[src/hdl/assert_macros.svh]
// Assertion helpers shared by the RTL. Every check is clocked on clk_i and
// is switched off while rst_ni is low.
`ifndef ASSERT_MACROS_SVH
`define ASSERT_MACROS_SVH

// Plain property check.
`define ASSERT_PROP(lbl, prop, msg) \
  lbl: assert property (@(posedge clk_i) disable iff (!rst_ni) (prop)) else $error(msg);

// Same-cycle implication check.
`define ASSERT_IMPLIES(lbl, ante, cons, msg) \
  lbl: assert property (@(posedge clk_i) disable iff (!rst_ni) (ante) |-> (cons)) \
    else $error(msg);

`endif

[src/hdl/cbas_pkg.sv]
package cbas_pkg;

  localparam int unsigned DeltaW     = 10;
  localparam int unsigned ValueW     = 16;
  localparam int unsigned DelayW     = 12;
  localparam int unsigned CfgIndexW  = 3;
  localparam int unsigned LineTimerW = 13;
  localparam int unsigned WorkTimerW = 22;

  // Time the voltage must stay on one side of the stop threshold.
  localparam logic [LineTimerW-1:0] LineQualifyMs = 13'd5000;
  localparam logic [WorkTimerW-1:0] MsPerSecond   = 22'd1000;

  typedef logic [DeltaW-1:0]     delta_t;
  typedef logic [ValueW-1:0]     value_t;
  typedef logic [CfgIndexW-1:0]  cfg_index_t;
  typedef logic [LineTimerW-1:0] line_timer_t;
  typedef logic [WorkTimerW-1:0] work_timer_t;

  typedef enum logic [1:0] {
    CMD_NONE    = 2'd0,
    CMD_CUT_OFF = 2'd1,
    CMD_BYPASS  = 2'd2,
    CMD_WORK    = 2'd3
  } cmd_e;

  typedef enum logic [CfgIndexW-1:0] {
    CFG_STOP_VOLTAGE      = 3'd0,
    CFG_UNDER_VOLTAGE     = 3'd1,
    CFG_HIGH_VOLTAGE      = 3'd2,
    CFG_OVERCURRENT_LIMIT = 3'd3,
    CFG_WORK_DELAY        = 3'd4
  } cfg_idx_e;

  // Live settings as seen by the decision logic. The work delay is kept
  // already scaled to milliseconds.
  typedef struct packed {
    value_t      stop_voltage;
    value_t      under_voltage;
    value_t      high_voltage;
    value_t      overcurrent_limit;
    work_timer_t work_target;
  } cfg_t;

endpackage

[src/hdl/cbas_intf.sv]
interface cbas_in_if import cbas_pkg::*; ();
  logic   valid;
  logic   ready;
  delta_t elapsed_ms;
  value_t line_voltage;
  value_t peak_current;
  logic   serious_fault;
  logic   minor_fault;

  modport source (output valid, elapsed_ms, line_voltage, peak_current, serious_fault,
                  minor_fault, input ready);
  modport sink   (input valid, elapsed_ms, line_voltage, peak_current, serious_fault,
                  minor_fault, output ready);
endinterface

interface cbas_out_if import cbas_pkg::*; ();
  logic       valid;
  logic       ready;
  logic [1:0] command;
  logic       line_running;

  modport source (output valid, command, line_running, input ready);
  modport sink   (input valid, command, line_running, output ready);
endinterface

interface cbas_cfg_if import cbas_pkg::*; ();
  logic       valid;
  logic       ready;
  cfg_index_t index;
  value_t     data;

  modport source (output valid, index, data, input ready);
  modport sink   (input valid, index, data, output ready);
endinterface

[src/hdl/cbas_cfg_regs.sv]
module cbas_cfg_regs import cbas_pkg::*; (
  input  logic       clk_i,
  input  logic       rst_ni,
  cbas_cfg_if.sink   cfg_i,
  output cfg_t       cfg_o
);

  cfg_t cfg_q, cfg_d;
  logic [DelayW-1:0] delay_s;

  assign cfg_i.ready = 1'b1;
  assign delay_s     = cfg_i.data[DelayW-1:0];

  always_comb begin
    cfg_d = cfg_q;
    if (cfg_i.valid) begin
      case (cfg_idx_e'(cfg_i.index))
        CFG_STOP_VOLTAGE:      cfg_d.stop_voltage      = cfg_i.data;
        CFG_UNDER_VOLTAGE:     cfg_d.under_voltage     = cfg_i.data;
        CFG_HIGH_VOLTAGE:      cfg_d.high_voltage      = cfg_i.data;
        CFG_OVERCURRENT_LIMIT: cfg_d.overcurrent_limit = cfg_i.data;
        // Scaled to milliseconds once here, so the tick path only compares.
        CFG_WORK_DELAY:        cfg_d.work_target = WorkTimerW'(delay_s) * MsPerSecond;
        default:               cfg_d = cfg_q;
      endcase
    end
  end

  always_ff @(posedge clk_i or negedge rst_ni) begin
    if (!rst_ni) begin
      cfg_q.stop_voltage      <= '0;
      cfg_q.under_voltage     <= '0;
      cfg_q.high_voltage      <= '1;
      cfg_q.overcurrent_limit <= '1;
      cfg_q.work_target       <= 22'd10000;
    end else begin
      cfg_q <= cfg_d;
    end
  end

  assign cfg_o = cfg_q;

endmodule

[src/hdl/capacitor_bank_auto_switch_unit.sv]
// Channel  | Dir | Payload                                              | Beat
// ---------+-----+------------------------------------------------------+----------------------
// in_i     | in  | elapsed_ms, line_voltage, peak_current, 2 fault flags | one poll tick
// out_o    | out | command, line_running                                | one result per tick
// cfg_i    | in  | index, data                                          | one register write
//
// A tick passes from the input register into the result register, and a new
// tick is taken every cycle while the result is not stalled.
// The line and work timers update as a tick moves into the result register, so
// each tick sees the state its predecessor left. Reset clears the timers, marks
// the line stopped and loads the register reset values. A stalled result holds
// both stages; ready falls only when both stages are full.
module capacitor_bank_auto_switch_unit import cbas_pkg::*; (
  input  logic        clk_i,
  input  logic        rst_ni,
  cbas_in_if.sink     in_i,
  cbas_out_if.source  out_o,
  cbas_cfg_if.sink    cfg_i
);

  cfg_t cfg;

  cbas_cfg_regs u_cfg_regs (
    .clk_i  (clk_i),
    .rst_ni (rst_ni),
    .cfg_i  (cfg_i),
    .cfg_o  (cfg)
  );

  // Input register stage.
  logic   in_valid_q;
  delta_t delta_q;
  value_t volt_q;
  value_t cur_q;
  logic   serious_q;
  logic   minor_q;

  // Result register stage.
  logic   out_valid_q;
  cmd_e   cmd_q, cmd_d;
  logic   running_q, running_d;

  // Line and work state.
  line_timer_t run_timer_q, run_timer_d;
  line_timer_t stop_timer_q, stop_timer_d;
  work_timer_t work_timer_q, work_timer_d;

  logic advance;
  logic in_fire;

  // The tick in the input register moves on whenever the result slot is free
  // or is being emptied this cycle.
  assign advance     = in_valid_q && (!out_valid_q || out_o.ready);
  assign in_i.ready  = !in_valid_q || advance;
  assign in_fire     = in_i.valid && in_i.ready;

  // Duration timers: add the elapsed time while the condition holds, saturate
  // at the target, fire once the target is reached, clear when it drops on an evaluated tick.
  logic [LineTimerW:0] run_sum, stop_sum;
  logic [WorkTimerW:0] work_sum;
  line_timer_t         run_sat, stop_sat;
  work_timer_t         work_sat;
  logic                run_cond, stop_cond, run_fire, stop_fire;
  logic                work_ok, work_eval, work_fire;

  always_comb begin
    run_cond  = volt_q > cfg.stop_voltage;
    stop_cond = volt_q < cfg.stop_voltage;

    run_sum  = {1'b0, run_timer_q} + (LineTimerW + 1)'(delta_q);
    run_sat  = (run_sum > {1'b0, LineQualifyMs}) ? LineQualifyMs : run_sum[LineTimerW-1:0];
    run_fire = run_cond && (run_sat >= LineQualifyMs);
    run_timer_d = run_cond ? run_sat : '0;

    stop_sum  = {1'b0, stop_timer_q} + (LineTimerW + 1)'(delta_q);
    stop_sat  = (stop_sum > {1'b0, LineQualifyMs}) ? LineQualifyMs
                                                    : stop_sum[LineTimerW-1:0];
    // The stop test is only looked at when the running test did not fire.
    stop_fire = !run_fire && stop_cond && (stop_sat >= LineQualifyMs);
    if (run_fire) begin
      stop_timer_d = stop_timer_q;
    end else begin
      stop_timer_d = stop_cond ? stop_sat : '0;
    end

    if (run_fire) begin
      running_d = 1'b1;
    end else if (stop_fire) begin
      running_d = 1'b0;
    end else begin
      running_d = running_q;
    end

    // The work condition is a strict band on voltage and a strict limit on
    // current; its timer only advances on fault-free running ticks.
    work_ok   = (volt_q > cfg.under_voltage) && (volt_q < cfg.high_voltage) &&
                (cur_q < cfg.overcurrent_limit);
    work_eval = running_d && !serious_q && !minor_q;
    work_sum  = {1'b0, work_timer_q} + (WorkTimerW + 1)'(delta_q);
    work_sat  = (work_sum > {1'b0, cfg.work_target}) ? cfg.work_target
                                                      : work_sum[WorkTimerW-1:0];
    work_fire = work_eval && work_ok && (work_sat >= cfg.work_target);
    if (work_eval) begin
      work_timer_d = work_ok ? work_sat : '0;
    end else begin
      work_timer_d = work_timer_q;
    end

    // A stopped line always gets cut-off; a serious fault outranks a minor one.
    if (!running_d) begin
      cmd_d = CMD_CUT_OFF;
    end else if (serious_q) begin
      cmd_d = CMD_CUT_OFF;
    end else if (minor_q) begin
      cmd_d = CMD_BYPASS;
    end else if (work_fire) begin
      cmd_d = CMD_WORK;
    end else begin
      cmd_d = CMD_NONE;
    end
  end

  always_ff @(posedge clk_i or negedge rst_ni) begin
    if (!rst_ni) begin
      in_valid_q   <= 1'b0;
      out_valid_q  <= 1'b0;
      running_q    <= 1'b0;
      run_timer_q  <= '0;
      stop_timer_q <= '0;
      work_timer_q <= '0;
    end else begin
      if (in_i.ready) begin
        in_valid_q <= in_i.valid;
      end
      if (advance) begin
        out_valid_q  <= 1'b1;
        running_q    <= running_d;
        run_timer_q  <= run_timer_d;
        stop_timer_q <= stop_timer_d;
        work_timer_q <= work_timer_d;
      end else if (out_o.ready) begin
        out_valid_q <= 1'b0;
      end
    end
  end

  // Payload registers carry no reset.
  always_ff @(posedge clk_i) begin
    if (in_fire) begin
      delta_q   <= in_i.elapsed_ms;
      volt_q    <= in_i.line_voltage;
      cur_q     <= in_i.peak_current;
      serious_q <= in_i.serious_fault;
      minor_q   <= in_i.minor_fault;
    end
    if (advance) begin
      cmd_q <= cmd_d;
    end
  end

  assign out_o.valid        = out_valid_q;
  assign out_o.command      = cmd_q;
  assign out_o.line_running = running_q;

`include "assert_macros.svh"

  `ASSERT_PROP(a_line_timers_bounded,
               (run_timer_q <= LineQualifyMs) && (stop_timer_q <= LineQualifyMs),
               "line qualification timer ran past its target")
  `ASSERT_IMPLIES(a_stopped_means_cut_off, out_valid_q && !running_q,
                  cmd_q == CMD_CUT_OFF, "stopped line did not command cut-off")
  `ASSERT_PROP(a_advance_fills_result, advance |=> out_valid_q,
               "tick moved on but no result was presented")

endmodule
[src/flat_wrapper.sv]
// flat-port wrapper written by rule: the top's interface ports become plain ports
module capacitor_bank_auto_switch_unit_flat import cbas_pkg::*;
  (clk_i, rst_ni, in_i_valid, in_i_elapsed_ms, in_i_line_voltage, in_i_peak_current, in_i_serious_fault, in_i_minor_fault, in_i_ready, out_o_valid, out_o_command, out_o_line_running, out_o_ready, cfg_i_valid, cfg_i_index, cfg_i_data, cfg_i_ready);
  cbas_in_if in_i_i ();
  cbas_out_if out_o_i ();
  cbas_cfg_if cfg_i_i ();
  input  logic clk_i;
  input  logic rst_ni;
  input wire logic [$bits(in_i_i.valid)-1:0] in_i_valid;
  input wire logic [$bits(in_i_i.elapsed_ms)-1:0] in_i_elapsed_ms;
  input wire logic [$bits(in_i_i.line_voltage)-1:0] in_i_line_voltage;
  input wire logic [$bits(in_i_i.peak_current)-1:0] in_i_peak_current;
  input wire logic [$bits(in_i_i.serious_fault)-1:0] in_i_serious_fault;
  input wire logic [$bits(in_i_i.minor_fault)-1:0] in_i_minor_fault;
  output wire logic [$bits(in_i_i.ready)-1:0] in_i_ready;
  output wire logic [$bits(out_o_i.valid)-1:0] out_o_valid;
  output wire logic [$bits(out_o_i.command)-1:0] out_o_command;
  output wire logic [$bits(out_o_i.line_running)-1:0] out_o_line_running;
  input wire logic [$bits(out_o_i.ready)-1:0] out_o_ready;
  input wire logic [$bits(cfg_i_i.valid)-1:0] cfg_i_valid;
  input wire logic [$bits(cfg_i_i.index)-1:0] cfg_i_index;
  input wire logic [$bits(cfg_i_i.data)-1:0] cfg_i_data;
  output wire logic [$bits(cfg_i_i.ready)-1:0] cfg_i_ready;
  assign in_i_i.valid = in_i_valid;
  assign in_i_i.elapsed_ms = in_i_elapsed_ms;
  assign in_i_i.line_voltage = in_i_line_voltage;
  assign in_i_i.peak_current = in_i_peak_current;
  assign in_i_i.serious_fault = in_i_serious_fault;
  assign in_i_i.minor_fault = in_i_minor_fault;
  assign in_i_ready = in_i_i.ready;
  assign out_o_valid = out_o_i.valid;
  assign out_o_command = out_o_i.command;
  assign out_o_line_running = out_o_i.line_running;
  assign out_o_i.ready = out_o_ready;
  assign cfg_i_i.valid = cfg_i_valid;
  assign cfg_i_i.index = cfg_i_index;
  assign cfg_i_i.data = cfg_i_data;
  assign cfg_i_ready = cfg_i_i.ready;
  capacitor_bank_auto_switch_unit u_core (.clk_i(clk_i), .rst_ni(rst_ni), .in_i(in_i_i), .out_o(out_o_i), .cfg_i(cfg_i_i));
endmodule
[config.mk]
export PLATFORM = sky130hd
export DESIGN_NAME = capacitor_bank_auto_switch_unit_flat
export DESIGN_NICKNAME = d
export VERILOG_FILES = /design/src/hdl/cbas_pkg.sv /design/src/hdl/cbas_intf.sv /design/src/hdl/cbas_cfg_regs.sv /design/src/hdl/capacitor_bank_auto_switch_unit.sv /design/src/flat_wrapper.sv
export VERILOG_INCLUDE_DIRS = /design/src /design/src/hdl
export SDC_FILE = /design/constraint.sdc
export NUM_CORES = 1
export LEC_CHECK = 0
export ABC_AREA = 1
export BUFFER_PORTS_ARGS = -buffer_cell sky130_fd_sc_hd__buf_4
export CORE_UTILIZATION = 28
export CTS_BUF_LIST = sky130_fd_sc_hd__clkbuf_4 sky130_fd_sc_hd__clkbuf_8
export DETAILED_ROUTE_END_ITERATION = 12
export GPL_ROUTABILITY_DRIVEN = 0
export GPL_TIMING_DRIVEN = 0
export SYNTH_ARGS = -nofsm -noshare
export SYNTH_HDL_FRONTEND = slang
export SYNTH_SLANG_ARGS = --single-unit
[constraint.sdc]
create_clock -name clk_i -period 6.5 [get_ports clk_i]
set_input_delay 0 -clock clk_i [delete_from_list [all_inputs] [get_ports clk_i]]
set_output_delay 0 -clock clk_i [all_outputs]
set_load 0.05 [all_outputs]
==> results by stage <==
Power and ir drop:
- Dividing total power by cell area gives a power density of 301 mW/mm^2.
- The worst ir drop on vdd is around 0.13 mV.
- For this design the static power due to leakage is 0.00804 uW.

Routing:
- In the final routed layout, each cell accounts on average for around 14 um.
- For this block, the initial DRC count from the detailed router was between 600 and 700.
- Wires add up to ~35000 um.
- The number of nets still failing antenna checks after routing is 0.
- The first detailed-routing pass ran for 5 iterations.
- The routed layout has ~12000 vias.
- The residual DRC count is 0.
- The post-detailed-route via-to-cell ratio is ~4.7.

GRT:
- The first global-routing pass estimated between 50000 and 60000 um of wire.
- The total global routing track utilization is 14.5%.
- The total congestion overflow is 0.
- Entering global routing, the biggest net connects approximately 70 pins.
- The number of global-route vias before repair was 11600.
- The number of antenna violations at the first check in global routing came to 0.

Yosys:
- The net count after synthesis is between 1500 and 2000.
- The cell area after synthesis is ~0.014 sq mm.
- The share of Yosys cell area claimed by the top area cell type is approximately 18%.
- By area the synthesized netlist is led by dfrtp_1 18%, ha_1 16%, nand2_1 11%.
- The mean area per synthesized cell is between 8 and 9 sq um.
- The biggest area contributor in the post-synthesis netlist is dfrtp_1.
- In this run, synthesis produced a sequential element count of 180.
- The share of async-settable or async-resettable flops after synthesis is approximately 74%.
- The number of instances in the synthesized netlist is around 1700.
- The number of library cell types mapped by synthesis is 47.
- The predominant post-synthesis flop cell is dfrtp_1.
- The sequential element share of the synthesized area is between 30% and 40%.
- The number of synthesized flops with an enable pin is 46.
- During synthesis, Yosys emitted a total of 0 warnings.

Timing:
- In this run the tightest slew margin relative to its limit is between 40% and 50%.
- The number of max-slew violations in the final report came to 0.
- The total count of hold-check failures in the final report is 0.
- Based on the critical path, the design can be clocked at up to about 170 MHz.
- Setup violations remaining at the end of the flow were counted as 0.
- The aggregate negative setup slack is 0 ns.
- For the finished layout, the period the worst path requires is about 6.0 ns.
- Of the available clock period, the critical path in the final layout requires approximately 90%.
- The worst clock skew is approximately 0.013 ns.
- Setup repair after global routing left no endpoint under its margin.
- The slack of the critical path is a little under 0.5 ns.
- At the pin with the least slew margin, the transition time is about 0.84 ns.

Die:
- The die is around 220 um tall.
- In this run the count of I/O pins placed on the die edge is between 70 and 80.
- In this run the standard cell core region covers ~0.048 sq mm.
- The width of the chip is approximately 220 um.
- The initial cell density of the core is around 28%.
- The standard-cell row count is 80.
- The area enclosed by the die boundary is 0.0492 sq mm.

Critical path:
- The largest stage delay on the critical path is about 0.55 ns.
- The required time reported for the critical path endpoint is 6.76 ns.
- STA classifies the critical path startpoint as a flip-flop.
- The cell with the biggest individual delay on the critical path is edfxtp_1.
- The worst flop-to-flop path endpoint is u_core.out_o.command[1].
- The most prevalent standard cell on the critical path is nand2_1.
- The end of the critical path is u_core.out_o.command[1].
- The depth of the worst register-to-register path is 30.
- The worst register-to-register path begins at u_core.delta_q[6].
- The critical path is of the flip-flop to flip-flop type.
- STA puts the critical path data arrival time at 6.26 ns.
- The nature of the critical path endpoint is a flip-flop.
- The biggest fanout along the worst timing path is 10.
- The critical path launch point is u_core.delta_q[6].
- The flop-to-flop setup slack is around 0.50 ns.

Clock tree:
- The clock-pin slew on the worst setup and hold paths is 0.11 ns.
- The total setup buffers inserted after CTS is 0.
- Gates resized during post-CTS repair numbered 0.
- The TritonCTS clock tree is built.
- The H-tree depth reported by CTS is 4.
- The maximum clock insertion buffer count is 2.
- The total clock sinks is 180.
- The clock latency reported for the late side of the worst-skew pair is around 0.5 ns.
- The total CTS buffers is 17.
- For this design, the CTS-stage hold fixing added 70 buffers.
- The tree is rooted in a clkbuf_8.

Cells and area:
- The share of layout cells above drive strength 1 is 9.22%.
- For this run, the share of the core covered by cells in the final layout is between 30% and 40%.
- The layout overhead on the synthesized area is 18.3%.
- The non-filler instance count after layout is ~2500.
- The number of antenna cells inserted is 0.
- The library cell used most frequently in the layout, excluding fill and tap cells, is nand2_1.
- The number of nets at the end of the flow is approximately 2100.
- In the layout the commonest cells are 407 x nand2_1, 258 x inv_1, 175 x ha_1, 135 x o21ai_0, 97 x dfrtp_1.

Min path:
- The path class of the tightest hold or removal check is input port to flip-flop.

Placed design:
- The worst slack after detailed placement is between 0.5 and 0.6 ns.
- Counting tap cells, the placed design contains a total of 2356 instances.
- Once detailed placement completed, the half-perimeter wirelength came to around 27000 um.
- The number of input and output port buffers inserted is 72.

Outcome:
- The flow ran to the end, and the final reports show no timing, DRC or antenna violations.

Run:
- Across the run, the number of max-cap violations was 0.
[worst min-delay path by stage]
stage	slack, ns	to	startpoint	depth (start not counted)
after global routing	0.03	u_core.u_cfg_regs.cfg_o[18]	cfg_i_valid	3
after floorplan	-0.30	u_core.in_valid_q	rst_ni	0
after detailed placement	0.05	u_core.work_timer_q[18]	rst_ni	1
after global placement	0.18	u_core.cur_q[14]	in_i_peak_current[14]	1
final	0.03	u_core.u_cfg_regs.cfg_o[18]	cfg_i_valid	3
after CTS	0.03	u_core.u_cfg_regs.cfg_o[47]	cfg_i_data[9]	3
[through the flow]
step / area (sq um) / power [uW] / hold WS [ns]
after floorplan: 13500 / 3390 / -0.296
after global placement: 14800 / 3950 / 0.179
after detailed placement: 14900 / 4000 / 0.0451
after CTS: 16000 / 4850 / 0.0274
after global routing: 16000 / 5300 / 0.0315
final: 16000 / 4820 / 0.0342
[synthesized netlist by cell type, types with 5 or more instances]
library cell,number
nor2_1,91
edfxtp_1,46
a31oi_1,5
o21ai_1,10
clkbuf_1,23
o211ai_1,7
nand3_1,85
xor2_1,22
xnor2_1,11
a21oi_1,85
nand2_1,407
nor3_1,14
o21ai_0,135
ha_1,175
nand4_1,45
inv_1,259
or2_2,5
o21a_1,5
nor4_1,5
dfstp_2,37
o21bai_1,6
dfrtp_1,97
fa_1,41
buf_2,7
[flip-flops by register name (all words and copies together), names as in the netlist]
name	cells
u_core.cur_q	16
u_core.delta_q	10
u_core.in_valid_q	1
u_core.minor_q	1
u_core.out_o.command	2
u_core.out_o.line_running	1
u_core.out_o.valid	1
u_core.run_timer_q	13
u_core.serious_q	1
u_core.stop_timer_q	13
u_core.u_cfg_regs.cfg_o	83
u_core.volt_q	16
u_core.work_timer_q	22
[power by group]
group | switching, uW | total (uW) | internal (uW)
registers | 159 | 1580 | 1430
logic | 1500 | 2440 | 947
clock network | 469 | 794 | 325
[kinds of logic after synthesis]
| group | share of synthesized area [%] |
|---|---|
| flip-flops | 35.3 |
| XOR/XNOR | 2.14 |
| adder cells (fa/ha/maj) | 22.2 |
| buffers and inverters | 8.52 |
| AND/OR/NAND/NOR | 20.7 |
| other | 0.0277 |
| AO/OA/AOI/OAI | 11.1 |
[layer usage]
layer	track usage, %	share of wire (%)	up-vias
li1	-	-	5830
met1	18.9	47	5430
met2	24.3	47	197
met3	2.27	3.4	49
met4	5.29	2.6	0
met5	0	0	-
[worst max-delay path: cells and delay by family, from the launching register on]
kind	cells	cell delay, ns
AND/OR/NAND/NOR	13	1.71
AO/OA/AOI/OAI	9	1.60
adder cells (fa/ha/maj)	3	1.03
flip-flops	1	0.55
buffers and inverters	4	0.49
XOR/XNOR	1	0.35
[layout make-up]
type	instances	area [sq um]
Clock buffer	18	241
Multi-Input combinational cell	1189	7600
Timing Repair Buffer	144	1290
Sequential cell	180	4780
Buffer	35	166
Inverter	263	987
Clock inverter	14	168
Tap cell	615	769
Fill cell	4976	31700
Note: power is estimated with default switching activity, not from simulation.
